**src/hdl/assert_macros.svh**
```systemverilog
// ---------------------------------------------------------------------------
// Assertion macros
// Immediate-consequence and next-cycle property checks, clocked and
// disabled during reset. Compiled out when SYNTH is defined.
// ---------------------------------------------------------------------------
`ifndef ASSERT_MACROS_SVH
`define ASSERT_MACROS_SVH

`ifndef SYNTH

`define ASSERT_SAME(label, clk, rst_n, ante, cons) \
    label: assert property (@(posedge clk) disable iff (!(rst_n)) (ante) |-> (cons)) \
        else $error("assertion failed: same-cycle check");

`define ASSERT_NEXT(label, clk, rst_n, ante, cons) \
    label: assert property (@(posedge clk) disable iff (!(rst_n)) (ante) |=> (cons)) \
        else $error("assertion failed: next-cycle check");

`else

`define ASSERT_SAME(label, clk, rst_n, ante, cons)

`define ASSERT_NEXT(label, clk, rst_n, ante, cons)

`endif

`endif

```
**src/hdl/idft_pkg.sv**
```systemverilog
// ---------------------------------------------------------------------------
// idft_pkg
// Shared types and constants of the id filter table match accumulator.
// ---------------------------------------------------------------------------
package idft_pkg;

    // command carried in the input tuser
    localparam logic CMD_LOAD  = 1'b0;
    localparam logic CMD_QUERY = 1'b1;

    // configuration register indexes
    localparam int unsigned CFG_IDX_W = 2;
    localparam logic [CFG_IDX_W-1:0] REG_EXPECTED_ID    = 2'd0;
    localparam logic [CFG_IDX_W-1:0] REG_FLAG_MASK      = 2'd1;
    localparam logic [CFG_IDX_W-1:0] REG_ENTRIES_IN_USE = 2'd2;
    localparam int unsigned CFG_DATA_W = 16;

    localparam int unsigned EIU_W = 7;
    localparam logic [EIU_W-1:0] RESET_ENTRIES_IN_USE = 7'd36;

    // field widths
    localparam int unsigned IDX_W   = 6;
    localparam int unsigned ID_W    = 16;
    localparam int unsigned DATA_W  = 8;
    localparam int unsigned TYPE_W  = 8;
    localparam int unsigned FLAGS_W = 16;
    localparam int unsigned MASK_W  = 32;
    localparam int unsigned SUM_W   = 32;

    localparam int unsigned IN_TDATA_W  = 96;
    localparam int unsigned OUT_TDATA_W = 32;

    typedef struct packed {
        logic [FLAGS_W-1:0] flags;
        logic [TYPE_W-1:0]  etype;
        logic [DATA_W-1:0]  data;
        logic [ID_W-1:0]    id;
    } t_entry;

    // controller to datapath
    typedef struct packed {
        logic wr_en;    // store the accepted load entry
        logic start;    // begin a query
        logic rd_en;    // read the next table entry
        logic finish;   // push the masked sum to the output register
    } t_dp_cmd;

    // datapath to controller
    typedef struct packed {
        logic pos_lt_count; // entries remain to be read
        logic rd_busy;      // a read is still in flight
        logic out_free;     // output register can take a result
    } t_dp_status;

    typedef enum logic [2:0] {
        S_IDLE = 3'b001,
        S_SCAN = 3'b010,
        S_DONE = 3'b100
    } t_state;

endpackage

```
**src/hdl/idft_datapath.sv**
```systemverilog
// ---------------------------------------------------------------------------
// idft_datapath
// Filter table memory, configuration registers, scan counter, match and
// accumulate stage, and the output register.
// ---------------------------------------------------------------------------
module idft_datapath
    import idft_pkg::*;
#(
    parameter int MAX_ENTRIES = 64
) (
    input  logic                  i_clk,
    input  logic                  i_rst_n,
    input  t_dp_cmd               i_cmd,
    output t_dp_status            o_status,
    input  logic                  i_cfg_we,
    input  logic [CFG_IDX_W-1:0]  i_cfg_index,
    input  logic [CFG_DATA_W-1:0] i_cfg_data,
    input  logic [IDX_W-1:0]      i_entry_index,
    input  t_entry                i_entry,
    input  logic [TYPE_W-1:0]     i_query_type,
    input  logic [MASK_W-1:0]     i_result_mask,
    output logic                  o_out_valid,
    input  logic                  i_out_ready,
    output logic [SUM_W-1:0]      o_masked_sum
);

    localparam int AW = (MAX_ENTRIES > 1) ? $clog2(MAX_ENTRIES) : 1;
    localparam int CW = $clog2(MAX_ENTRIES + 1);
    localparam int SW = (CW > EIU_W) ? CW : EIU_W;

    t_entry              r_table [MAX_ENTRIES];
    t_entry              r_rd_data;
    logic                r_rd_vld;
    logic [ID_W-1:0]     r_expected_id;
    logic [FLAGS_W-1:0]  r_flag_mask;
    logic [EIU_W-1:0]    r_entries_in_use;
    logic [CW-1:0]       r_pos;
    logic [CW-1:0]       r_count;
    logic [SUM_W-1:0]    r_sum;
    logic [TYPE_W-1:0]   r_qtype;
    logic [MASK_W-1:0]   r_rmask;
    logic                r_out_valid;
    logic [SUM_W-1:0]    r_out_sum;

    logic [SW-1:0]       w_eiu_wide;
    logic [SW-1:0]       w_max_wide;
    logic [CW-1:0]       n_count;
    logic                w_idx_ok;
    logic                w_hit;
    logic [SUM_W-1:0]    w_addend;
    logic [SUM_W-1:0]    n_sum;

    // scan length saturates at the table depth
    assign w_eiu_wide = SW'(r_entries_in_use);
    assign w_max_wide = SW'(MAX_ENTRIES);
    assign n_count    = (w_eiu_wide > w_max_wide) ? w_max_wide[CW-1:0] : w_eiu_wide[CW-1:0];

    assign w_idx_ok = (int'(i_entry_index) < MAX_ENTRIES);

    // configuration registers
    always_ff @(posedge i_clk) begin
        if (!i_rst_n) begin
            r_expected_id    <= '0;
            r_flag_mask      <= '0;
            r_entries_in_use <= RESET_ENTRIES_IN_USE;
        end else if (i_cfg_we) begin
            unique case (i_cfg_index)
                REG_EXPECTED_ID:    r_expected_id    <= i_cfg_data[ID_W-1:0];
                REG_FLAG_MASK:      r_flag_mask      <= i_cfg_data[FLAGS_W-1:0];
                REG_ENTRIES_IN_USE: r_entries_in_use <= i_cfg_data[EIU_W-1:0];
                default: ;
            endcase
        end
    end

    // table memory, one write port and one registered read port
    always_ff @(posedge i_clk) begin
        if (i_cmd.wr_en && w_idx_ok) begin
            r_table[AW'(i_entry_index)] <= i_entry;
        end
        if (i_cmd.rd_en) begin
            r_rd_data <= r_table[r_pos[AW-1:0]];
        end
    end

    // match and accumulate on the registered read data
    assign w_hit = r_rd_vld
                && (r_rd_data.id == r_expected_id)
                && (r_rd_data.etype == r_qtype)
                && ((r_rd_data.flags & r_flag_mask) != '0);
    assign w_addend = w_hit ? {{(SUM_W-DATA_W){r_rd_data.data[DATA_W-1]}}, r_rd_data.data}
                            : '0;
    assign n_sum = r_sum + w_addend;

    always_ff @(posedge i_clk) begin
        if (!i_rst_n) begin
            r_rd_vld <= 1'b0;
            r_pos    <= '0;
            r_count  <= '0;
            r_sum    <= '0;
        end else begin
            r_rd_vld <= i_cmd.rd_en;
            if (i_cmd.start) begin
                r_pos   <= '0;
                r_count <= n_count;
                r_sum   <= '0;
            end else begin
                if (i_cmd.rd_en) begin
                    r_pos <= r_pos + 1'b1;
                end
                r_sum <= n_sum;
            end
        end
    end

    always_ff @(posedge i_clk) begin
        if (i_cmd.start) begin
            r_qtype <= i_query_type;
            r_rmask <= i_result_mask;
        end
    end

    // output register
    always_ff @(posedge i_clk) begin
        if (!i_rst_n) begin
            r_out_valid <= 1'b0;
        end else if (i_cmd.finish) begin
            r_out_valid <= 1'b1;
        end else if (i_out_ready) begin
            r_out_valid <= 1'b0;
        end
    end

    always_ff @(posedge i_clk) begin
        if (i_cmd.finish) begin
            r_out_sum <= r_sum & r_rmask;
        end
    end

    assign o_status.pos_lt_count = (r_pos < r_count);
    assign o_status.rd_busy      = r_rd_vld;
    assign o_status.out_free     = !r_out_valid || i_out_ready;

    assign o_out_valid  = r_out_valid;
    assign o_masked_sum = r_out_sum;

endmodule

```
**src/hdl/idft_ctrl.sv**
```systemverilog
// ---------------------------------------------------------------------------
// idft_ctrl
// Sequencer: takes load and query transfers, steps the table scan and
// hands the finished sum to the output register.
// ---------------------------------------------------------------------------
module idft_ctrl
    import idft_pkg::*;
(
    input  logic       i_clk,
    input  logic       i_rst_n,
    input  logic       i_in_valid,
    input  logic       i_in_cmd,
    output logic       o_in_ready,
    input  t_dp_status i_status,
    output t_dp_cmd    o_cmd
);

    t_state r_state;
    t_state n_state;
    logic   w_accept;

    assign o_in_ready = (r_state == S_IDLE);
    assign w_accept   = i_in_valid && o_in_ready;

    always_comb begin
        n_state = r_state;
        o_cmd   = '0;
        unique case (r_state)
            S_IDLE: begin
                if (w_accept) begin
                    if (i_in_cmd == CMD_QUERY) begin
                        o_cmd.start = 1'b1;
                        n_state     = S_SCAN;
                    end else begin
                        o_cmd.wr_en = 1'b1;
                    end
                end
            end
            S_SCAN: begin
                if (i_status.pos_lt_count) begin
                    o_cmd.rd_en = 1'b1;
                end else begin
                    n_state = S_DONE;
                end
            end
            S_DONE: begin
                // last entry must be summed and the output slot free
                if (i_status.out_free && !i_status.rd_busy) begin
                    o_cmd.finish = 1'b1;
                    n_state      = S_IDLE;
                end
            end
            default: n_state = S_IDLE;
        endcase
    end

    always_ff @(posedge i_clk) begin
        if (!i_rst_n) begin
            r_state <= S_IDLE;
        end else begin
            r_state <= n_state;
        end
    end

endmodule

```
**src/hdl/id_filter_table_match_accumulate.sv**
```systemverilog
// ---------------------------------------------------------------------------
// id_filter_table_match_accumulate
// Message-filter table with a match-and-accumulate query.
// ---------------------------------------------------------------------------
// A table of MAX_ENTRIES filter entries (id, signed data byte, type byte,
// flag word) is written by load transfers and scanned by query transfers.
// A query walks entries 0 to entries_in_use-1 (capped at MAX_ENTRIES),
// adding the sign-extended data byte of every entry whose id equals
// expected_id, whose type equals the query type and whose flags share a
// set bit with flag_mask; the wrapping 32-bit sum, ANDed with the query's
// result mask, is sent as one output transfer. Loads give no output.
// A load is written as it is accepted. A query scans the capped
// entries_in_use entries (36 at the reset value): the single read
// port of the table memory delivers one entry per cycle, the registered read
// data is summed and handed to the output register. A result waiting in the
// output register does not block the next transfer; only the hand-off of a
// second query result waits for it to be taken. The table is not cleared at
// reset: an entry must be loaded before any query scans it. Configuration
// writes are accepted every cycle and must only be made while the block is
// idle.
// ---------------------------------------------------------------------------
`include "assert_macros.svh"

module id_filter_table_match_accumulate
    import idft_pkg::*;
#(
    parameter int MAX_ENTRIES = 64
) (
    input  logic                   i_clk,
    input  logic                   i_rst_n,
    // input stream
    input  logic                   s_axis_tvalid,
    output logic                   s_axis_tready,
    // [5:0] entry_index, [21:6] entry_id, [29:22] entry_data,
    // [37:30] entry_type, [53:38] entry_flags, [61:54] query_type,
    // [93:62] result_mask, [95:94] zero
    input  logic [IN_TDATA_W-1:0]  s_axis_tdata,
    // [0] cmd (0 load, 1 query)
    input  logic                   s_axis_tuser,
    // output stream
    output logic                   m_axis_tvalid,
    input  logic                   m_axis_tready,
    // [31:0] masked_sum
    output logic [OUT_TDATA_W-1:0] m_axis_tdata,
    // configuration write channel
    input  logic                   i_cfg_valid,
    output logic                   o_cfg_ready,
    input  logic [CFG_IDX_W-1:0]   i_cfg_index,
    input  logic [CFG_DATA_W-1:0]  i_cfg_data
);

    t_dp_cmd    w_cmd;
    t_dp_status w_status;
    t_entry     w_entry;

    // unpack the input transfer
    assign w_entry.id    = s_axis_tdata[21:6];
    assign w_entry.data  = s_axis_tdata[29:22];
    assign w_entry.etype = s_axis_tdata[37:30];
    assign w_entry.flags = s_axis_tdata[53:38];

    // registers are simple flops: always ready
    assign o_cfg_ready = 1'b1;

    idft_ctrl u_ctrl (
        .i_clk      (i_clk),
        .i_rst_n    (i_rst_n),
        .i_in_valid (s_axis_tvalid),
        .i_in_cmd   (s_axis_tuser),
        .o_in_ready (s_axis_tready),
        .i_status   (w_status),
        .o_cmd      (w_cmd)
    );

    idft_datapath #(
        .MAX_ENTRIES (MAX_ENTRIES)
    ) u_datapath (
        .i_clk         (i_clk),
        .i_rst_n       (i_rst_n),
        .i_cmd         (w_cmd),
        .o_status      (w_status),
        .i_cfg_we      (i_cfg_valid),
        .i_cfg_index   (i_cfg_index),
        .i_cfg_data    (i_cfg_data),
        .i_entry_index (s_axis_tdata[5:0]),
        .i_entry       (w_entry),
        .i_query_type  (s_axis_tdata[61:54]),
        .i_result_mask (s_axis_tdata[93:62]),
        .o_out_valid   (m_axis_tvalid),
        .i_out_ready   (m_axis_tready),
        .o_masked_sum  (m_axis_tdata)
    );

    // reads never run past the scan length
    `ASSERT_SAME(a_rd_in_range, i_clk, i_rst_n, w_cmd.rd_en, w_status.pos_lt_count)
    // a result never overwrites one still waiting
    `ASSERT_SAME(a_no_overwrite, i_clk, i_rst_n, w_cmd.finish, !m_axis_tvalid || m_axis_tready)
    // no transfer is taken while a table read is in flight
    `ASSERT_SAME(a_idle_accept, i_clk, i_rst_n, s_axis_tvalid && s_axis_tready, !w_status.rd_busy)
    // a finished query shows its result in the next cycle
    `ASSERT_NEXT(a_result_shown, i_clk, i_rst_n, w_cmd.finish, m_axis_tvalid)

endmodule
```
**config.mk**
```make
export PLATFORM = sky130hd
export DESIGN_NAME = id_filter_table_match_accumulate
export DESIGN_NICKNAME = d
export VERILOG_FILES = /design/src/hdl/idft_pkg.sv /design/src/hdl/idft_datapath.sv /design/src/hdl/idft_ctrl.sv /design/src/hdl/id_filter_table_match_accumulate.sv
export VERILOG_INCLUDE_DIRS = /design/src /design/src/hdl
export SDC_FILE = /design/constraint.sdc
export NUM_CORES = 2
export LEC_CHECK = 0
export BUFFER_PORTS_ARGS = -buffer_cell sky130_fd_sc_hd__buf_2
export CORE_MARGIN = 2
export CORE_UTILIZATION = 45
export DETAILED_ROUTE_END_ITERATION = 8
export HOLD_SLACK_MARGIN = 0.08
export SLEW_MARGIN = 20
export SYNTH_ARGS = -nofsm -noshare
export SYNTH_HDL_FRONTEND = slang
export SYNTH_SLANG_ARGS = --single-unit
```
**constraint.sdc**
```tcl
create_clock -name i_clk -period 11.5 [get_ports i_clk]
set_input_delay 2.3 -clock i_clk [delete_from_list [all_inputs] [get_ports i_clk]]
set_output_delay 2.3 -clock i_clk [all_outputs]
set_load 0.1 [all_outputs]
```
# --- Word level (Yosys, flattened, before mapping) ---
# Memory sizes are Yosys's and may differ from the RTL's. A register that Yosys moved wholly into a read port is not among the register bits.
# Cells that the tools add are included.
word_totals:
  regBits: 162
  mem_bits_rw: 3072
  out_inout_bits: 35
  wordCells: 66
  n_memories: 1
classes:
  n_addsub: 2
  order_cmp: 2
  eq_ne: 11
  mux: 19
  bitwise_logic: 3
  n_reduce_logical: 16
memory_table:
  columns: ["memory", "depth", "width", "read_ports", "rd_clocked_by_memory_dff", "wr", "line_no", "source"]
  rows:
  - ["u_datapath.r_table", 64, 48, 1, 1, 1, "idft_datapath.sv:31", "t_entry r_table [MAX_ENTRIES];"]
ops:
  columns: ["operator", "n"]
  rows:
  - ["32-bit adder", 1]
  - ["32-bit AND", 1]
  - ["32-bit 2-to-1 mux", 1]
  - ["16-bit AND", 1]
  - ["16-bit == test", 1]
  - ["16-bit nonzero test", 1]
  - ["3-bit 2-to-1 mux", 4]
  - ["1-bit 2-to-1 mux", 10]
  - ["3-bit case mux with 3 select lines", 1]
  - ["8-bit == test", 1]
  - ["7-bit by 1-bit adder with 7-bit output, second input constant", 1]
  - ["7-bit > comparator, second input constant", 1]
  - ["7-bit less-than comparator", 1]
  - ["7-bit 2-to-1 mux", 1]
  - ["2-bit != test, second input constant", 3]
  - ["2-bit AND reduction", 3]
  - ["1-bit logical AND", 5]
  - ["2-bit 2-to-1 mux", 2]
  - ["4-bit AND reduction", 1]
  - ["3-bit by 1-bit == test with 1-bit output, second input constant", 1]
  - ["3-bit by 2-bit == test with 1-bit output, second input constant", 1]
  - ["3-bit == test, second input constant", 1]
  - ["2-bit by 1-bit == test with 1-bit output, second input constant", 1]
  - ["2-bit == test, second input constant", 1]
  - ["other kinds (7)", 8]

# --- Logic depth before layout (Yosys ltp) ---
depth:
  depth_word: 6
  depth_mapped: 17
  ltp_nobuf: 16

# --- By module ---
# Synthesis repeated with hierarchy kept, for this count alone.
hier_totals:
  hier_cells: 5538
  area_unflattened_um2: 126369.9
modules_own_cells:
  columns: ["mod", "instances", "cells_each", "area_each_um2", "seq_area_each_um2"]
  rows:
  - ["idft_datapath", 1, 5512, 126159.7, 97593.6]
  - ["idft_ctrl", 1, 24, 198.9, 60.1]
  - ["id_filter_table_match_accumulate", 1, 2, 11.3, 0.0]

# --- Worst setup path after synthesis ---
# No wires, ideal clock.
synth_path:
  path_kind: "register to register"
  from: "register u_ctrl.r_state[0]"
  to: "memory u_datapath.r_table[31][0] (netlist name), enable pin"
  arrival_time_ps: 5650
  required_time_ps: 11046
  slack_ps: 5396
  path_stages_with_launch: 6
  path_buffers: 0
  synth_period_minus_slack_ps: 6104
  cell_sequence: "dfxtp_1 nor3b_1 nand2_1 nor3b_1 nand3_1 nor2_1"
synth_between:
  elab_chain_cells: 6
synth_lines:
  columns: ["item", "line_no", "source"]
  rows:
  - ["from (decl)", "idft_ctrl.sv:18", "t_state r_state;"]
  - ["from (signal assigned)", "idft_ctrl.sv:61", "r_state <= n_state;"]
  - ["3-bit by 1-bit == test with 1-bit output (*)", "idft_ctrl.sv:22", "assign o_in_ready = (r_state == S_IDLE);"]
  - ["named net s_axis_tready", "id_filter_table_match_accumulate.sv:33", "output logic s_axis_tready,"]
  - ["1-bit logical AND", "idft_ctrl.sv:23", "assign w_accept = i_in_valid && o_in_ready;"]
  - ["2-bit 2-to-1 mux", "idft_ctrl.sv:30", "if (w_accept) begin"]
  - ["2-bit 2-to-1 mux (*)", "idft_ctrl.sv:28", "unique case (r_state)"]
  - ["1-bit 2-to-1 mux (*)", "idft_datapath.sv:78", "if (i_cmd.wr_en && w_idx_ok) begin"]
  - ["1-bit 2-to-1 mux (implied by the code) (*)", "idft_datapath.sv:79", "r_table[AW'(i_entry_index)] <= i_entry;"]
  - ["to (decl)", "idft_datapath.sv:31", null]
# Mark *: on every way through the listed nets, which the timed path passes. The rest lies on a longest branch.

# --- Worst setup path after layout ---
layout_path:
  from: "input s_axis_tvalid"
  to: "memory u_datapath.r_table[37][7] (netlist name), enable pin"
layout_between:
  elab_chain_cells: 5
layout_lines:
  columns: ["item", "line_no", "source"]
  rows:
  - ["from (decl)", "id_filter_table_match_accumulate.sv:32", "input logic s_axis_tvalid,"]
  - ["1-bit logical AND", "idft_ctrl.sv:23", null]
  - ["2-bit 2-to-1 mux", "idft_ctrl.sv:30", null]
  - ["2-bit 2-to-1 mux", "idft_ctrl.sv:28", null]
  - ["1-bit 2-to-1 mux", "idft_datapath.sv:78", null]
  - ["1-bit 2-to-1 mux (implied by the code)", "idft_datapath.sv:79", null]
# Every way passes these cells.

==> metrics.txt <==
outcome=completed; placeable core area=279000 um2; syn_nets=around 5700; hold_buf cts=0; largest net degree at the start of global routing=121; initial antenna violation count=31; Reg area=about 98000 um2; Setup crit start=s_axis_tvalid; antenna-violating nets left=0; hpwl dp=approximately 180 mm; CP arrival=approximately 5.9 ns; min-delay worst type=reg2reg; Post-Syn Instances=roughly 5500; share of cells above drive strength 1=0.280; Multi-input gate area=approximately 28000 um2; hold slack=0.472 ns; die area=285000 um2; FFs w/ async S/R, synth=0; TritonCTS Buffers=approximately 340; Reg2Reg Capture Point=u_datapath.r_sum[30]$_SDFF_PP0_; # DRC=0; CTS tree=built; setup TNS=0 ns; clk root buf=clkbuf_16; Ys Warns=0; Reg clk slew, reported paths=roughly 0.060 ns; I/O Pins=155; Slew HR=0.217; gr usage total=0.232; commonest non-fill, non-tap cells in the layout=3192 x edfxtp_1, 897 x mux4_2, 349 x clkbuf_16; cell area after synthesis=between 100000 and 150000 um2; CP Data Required Time=11.97 ns; Max Cap Violations=0; reg2reg setup slack=6.30 ns; Worst Setup EP=u_datapath.r_table[37][7]$_DFFE_PP_; drt pass-1 iters=6; measured slew at the worst slew-check pin=~1.2 ns; Post-Route WL=approximately 330 mm; fmax=~0.18 GHz; Post-CTS Setup Inserts=0; Reg-to-Reg Start=u_datapath.r_qtype[0]$_DFFE_PP_; Worst-Skew Late Latency=about 0.9 ns; initial DRC count=between 7000 and 8000; Worst setup EP type=register; vias per inst=6.11; clock period minus worst slack=5.45 ns; VDD IR max=0.000121 V; Synth Register Bits=3282; total gr overflow=0; vias post-DR=between 60000 and 70000; Wirelength per Cell=33.8 um; sequential share of the synthesized area=0.773; Worst Setup Start Kind=primary input; Final Hold Vio Count=0; clk buf depth=4; most common cell after layout, fill and taps aside=edfxtp_1; Chip Height=around 530 um; Worst Hold Path Cells=2; Worst Skew=between 0.05 and 0.06 ns; Critical Path Fanout Max=32; unrepaired setup endpoints after global routing=false; initial cell density of the core=0.452; Primary FF master, synth=edfxtp_1; Die X=between 500 and 600 um; Finished Core Util=0.512; EDFF count, synth=~3200; fin crit share=0.474; routability cong.=between 0.8 and 0.9; Max Transition Viols Final=0; Post-layout nets=about 6000; number of global-route vias before repair=60100; Final Setup Violations=0; syn avg cell area=22.8 um2; Worst Path Class, Setup=in2reg; Std-Cell Rows=194; post-CTS sizing=0; clock sink count=~3300; # port buffers=around 150; post-synth cell types=58; H-tree depth=5; Lkg Pwr=about 43 nW; first-pass GRT wire length=between 400 and 500 mm; PwrDens=169 nW/um2; worst reg-to-reg path cell count=14; Area Overhead vs Synth=13.2%; Pwr Total=~24 mW; fillers=21500
==> per-stage QoR <==
step / cell area (um2) / std cells / worst slack (ns)
after floorplan: 126000 / 5533 / 5.40
after global placement: 132000 / 9245 / 5.18
after detailed placement: 132000 / 9249 / 5.19
after CTS: 143000 / 9854 / 6.11
after global routing: 143000 / 9857 / 5.91
final: 143000 / 9865 / 6.05
==> routing by layer <==
layer,global-route usage,wire length (um),up-vias
met5,0,81,-
met4,0.0524,7370,12
met3,0.0371,26700,499
met2,0.373,161000,2678
met1,0.338,138000,32900
li1,-,-,24200
==> sequential cells by signal, indices dropped and copies added (netlist names) <==
name                         flops
u_ctrl.r_state                   3
u_datapath.o_masked_sum         32
u_datapath.o_out_valid           1
u_datapath.r_count               7
u_datapath.r_entries_in_use      7
u_datapath.r_expected_id        16
u_datapath.r_flag_mask          16
u_datapath.r_pos                 7
u_datapath.r_qtype               8
u_datapath.r_rd_data            48
u_datapath.r_rd_vld              1
u_datapath.r_rmask              32
u_datapath.r_sum                32
u_datapath.r_table            3072
==> kinds of logic after synthesis <==
group,after synthesis,synth area share
buffers and inverters,309,0.0108
DFF,3282,0.773
muxes,1050,0.172
other,1,0.0000297
and+or+nand+nor,452,0.0182
adders and majority gates,39,0.00392
xor gates and xnor gates,48,0.00333
AOI/OAI and AO/OA,352,0.0185
==> power breakdown <==
| group | internal (mW) | switching (mW) | leakage (nW) |
|---|---|---|---|
| clock network | 6.24 | 4.51 | 5.21 |
| registers | 13.1 | 0.0101 | 29.5 |
| logic | 0.0543 | 0.256 | 8.12 |
==> worst min-delay path by stage <==
stage	start	end	slack [ns]
floorplan	u_datapath.r_entries_in_use[2]$_SDFFE_PN1P_	u_datapath.r_entries_in_use[2]$_SDFFE_PN1P_	0.44
global placement	u_datapath.r_entries_in_use[2]$_SDFFE_PN1P_	u_datapath.r_entries_in_use[2]$_SDFFE_PN1P_	0.45
detailed placement	u_datapath.r_entries_in_use[2]$_SDFFE_PN1P_	u_datapath.r_entries_in_use[2]$_SDFFE_PN1P_	0.46
CTS	u_datapath.r_flag_mask[3]$_SDFFE_PN0P_	u_datapath.r_flag_mask[3]$_SDFFE_PN0P_	0.47
global route	u_datapath.r_entries_in_use[2]$_SDFFE_PN1P_	u_datapath.r_entries_in_use[2]$_SDFFE_PN1P_	0.50
finish	u_datapath.r_flag_mask[3]$_SDFFE_PN0P_	u_datapath.r_flag_mask[3]$_SDFFE_PN0P_	0.47
==> synthesized netlist by cell type, types with 34 or more instances <==
cell type | instances | area [um2]
edfxtp_1 | 3192 | 95900
mux4_2 | 897 | 20200
mux2i_1 | 153 | 1530
clkbuf_1 | 148 | 556
a21oi_1 | 127 | 636
nor2_1 | 113 | 424
nor2b_1 | 111 | 694
buf_2 | 103 | 515
a211oi_1 | 102 | 766
nand2_1 | 101 | 379
dfxtp_1 | 90 | 1800
and2_1 | 44 | 275
ha_1 | 38 | 475
xnor2_1 | 38 | 333
a21boi_0 | 34 | 255
==> area by class of cell <==
cell class,instances,area share
well taps,3724,0.0326
repair buffers,284,0.0143
flip-flops and latches,3282,0.683
multi-input cells,1942,0.194
clock buffers,414,0.0628
diodes,9,0.000157
inverters,19,0.000507
clock inverters,191,0.0123
==> critical path, stage by stage <==
cell and delay, ns:
buf_2 0.10, nand2_1 0.07, nor3b_1 0.64, nand2_1 0.75
nor2_4 1.00, buf_4 0.88
(Power assumes the default switching activity.)
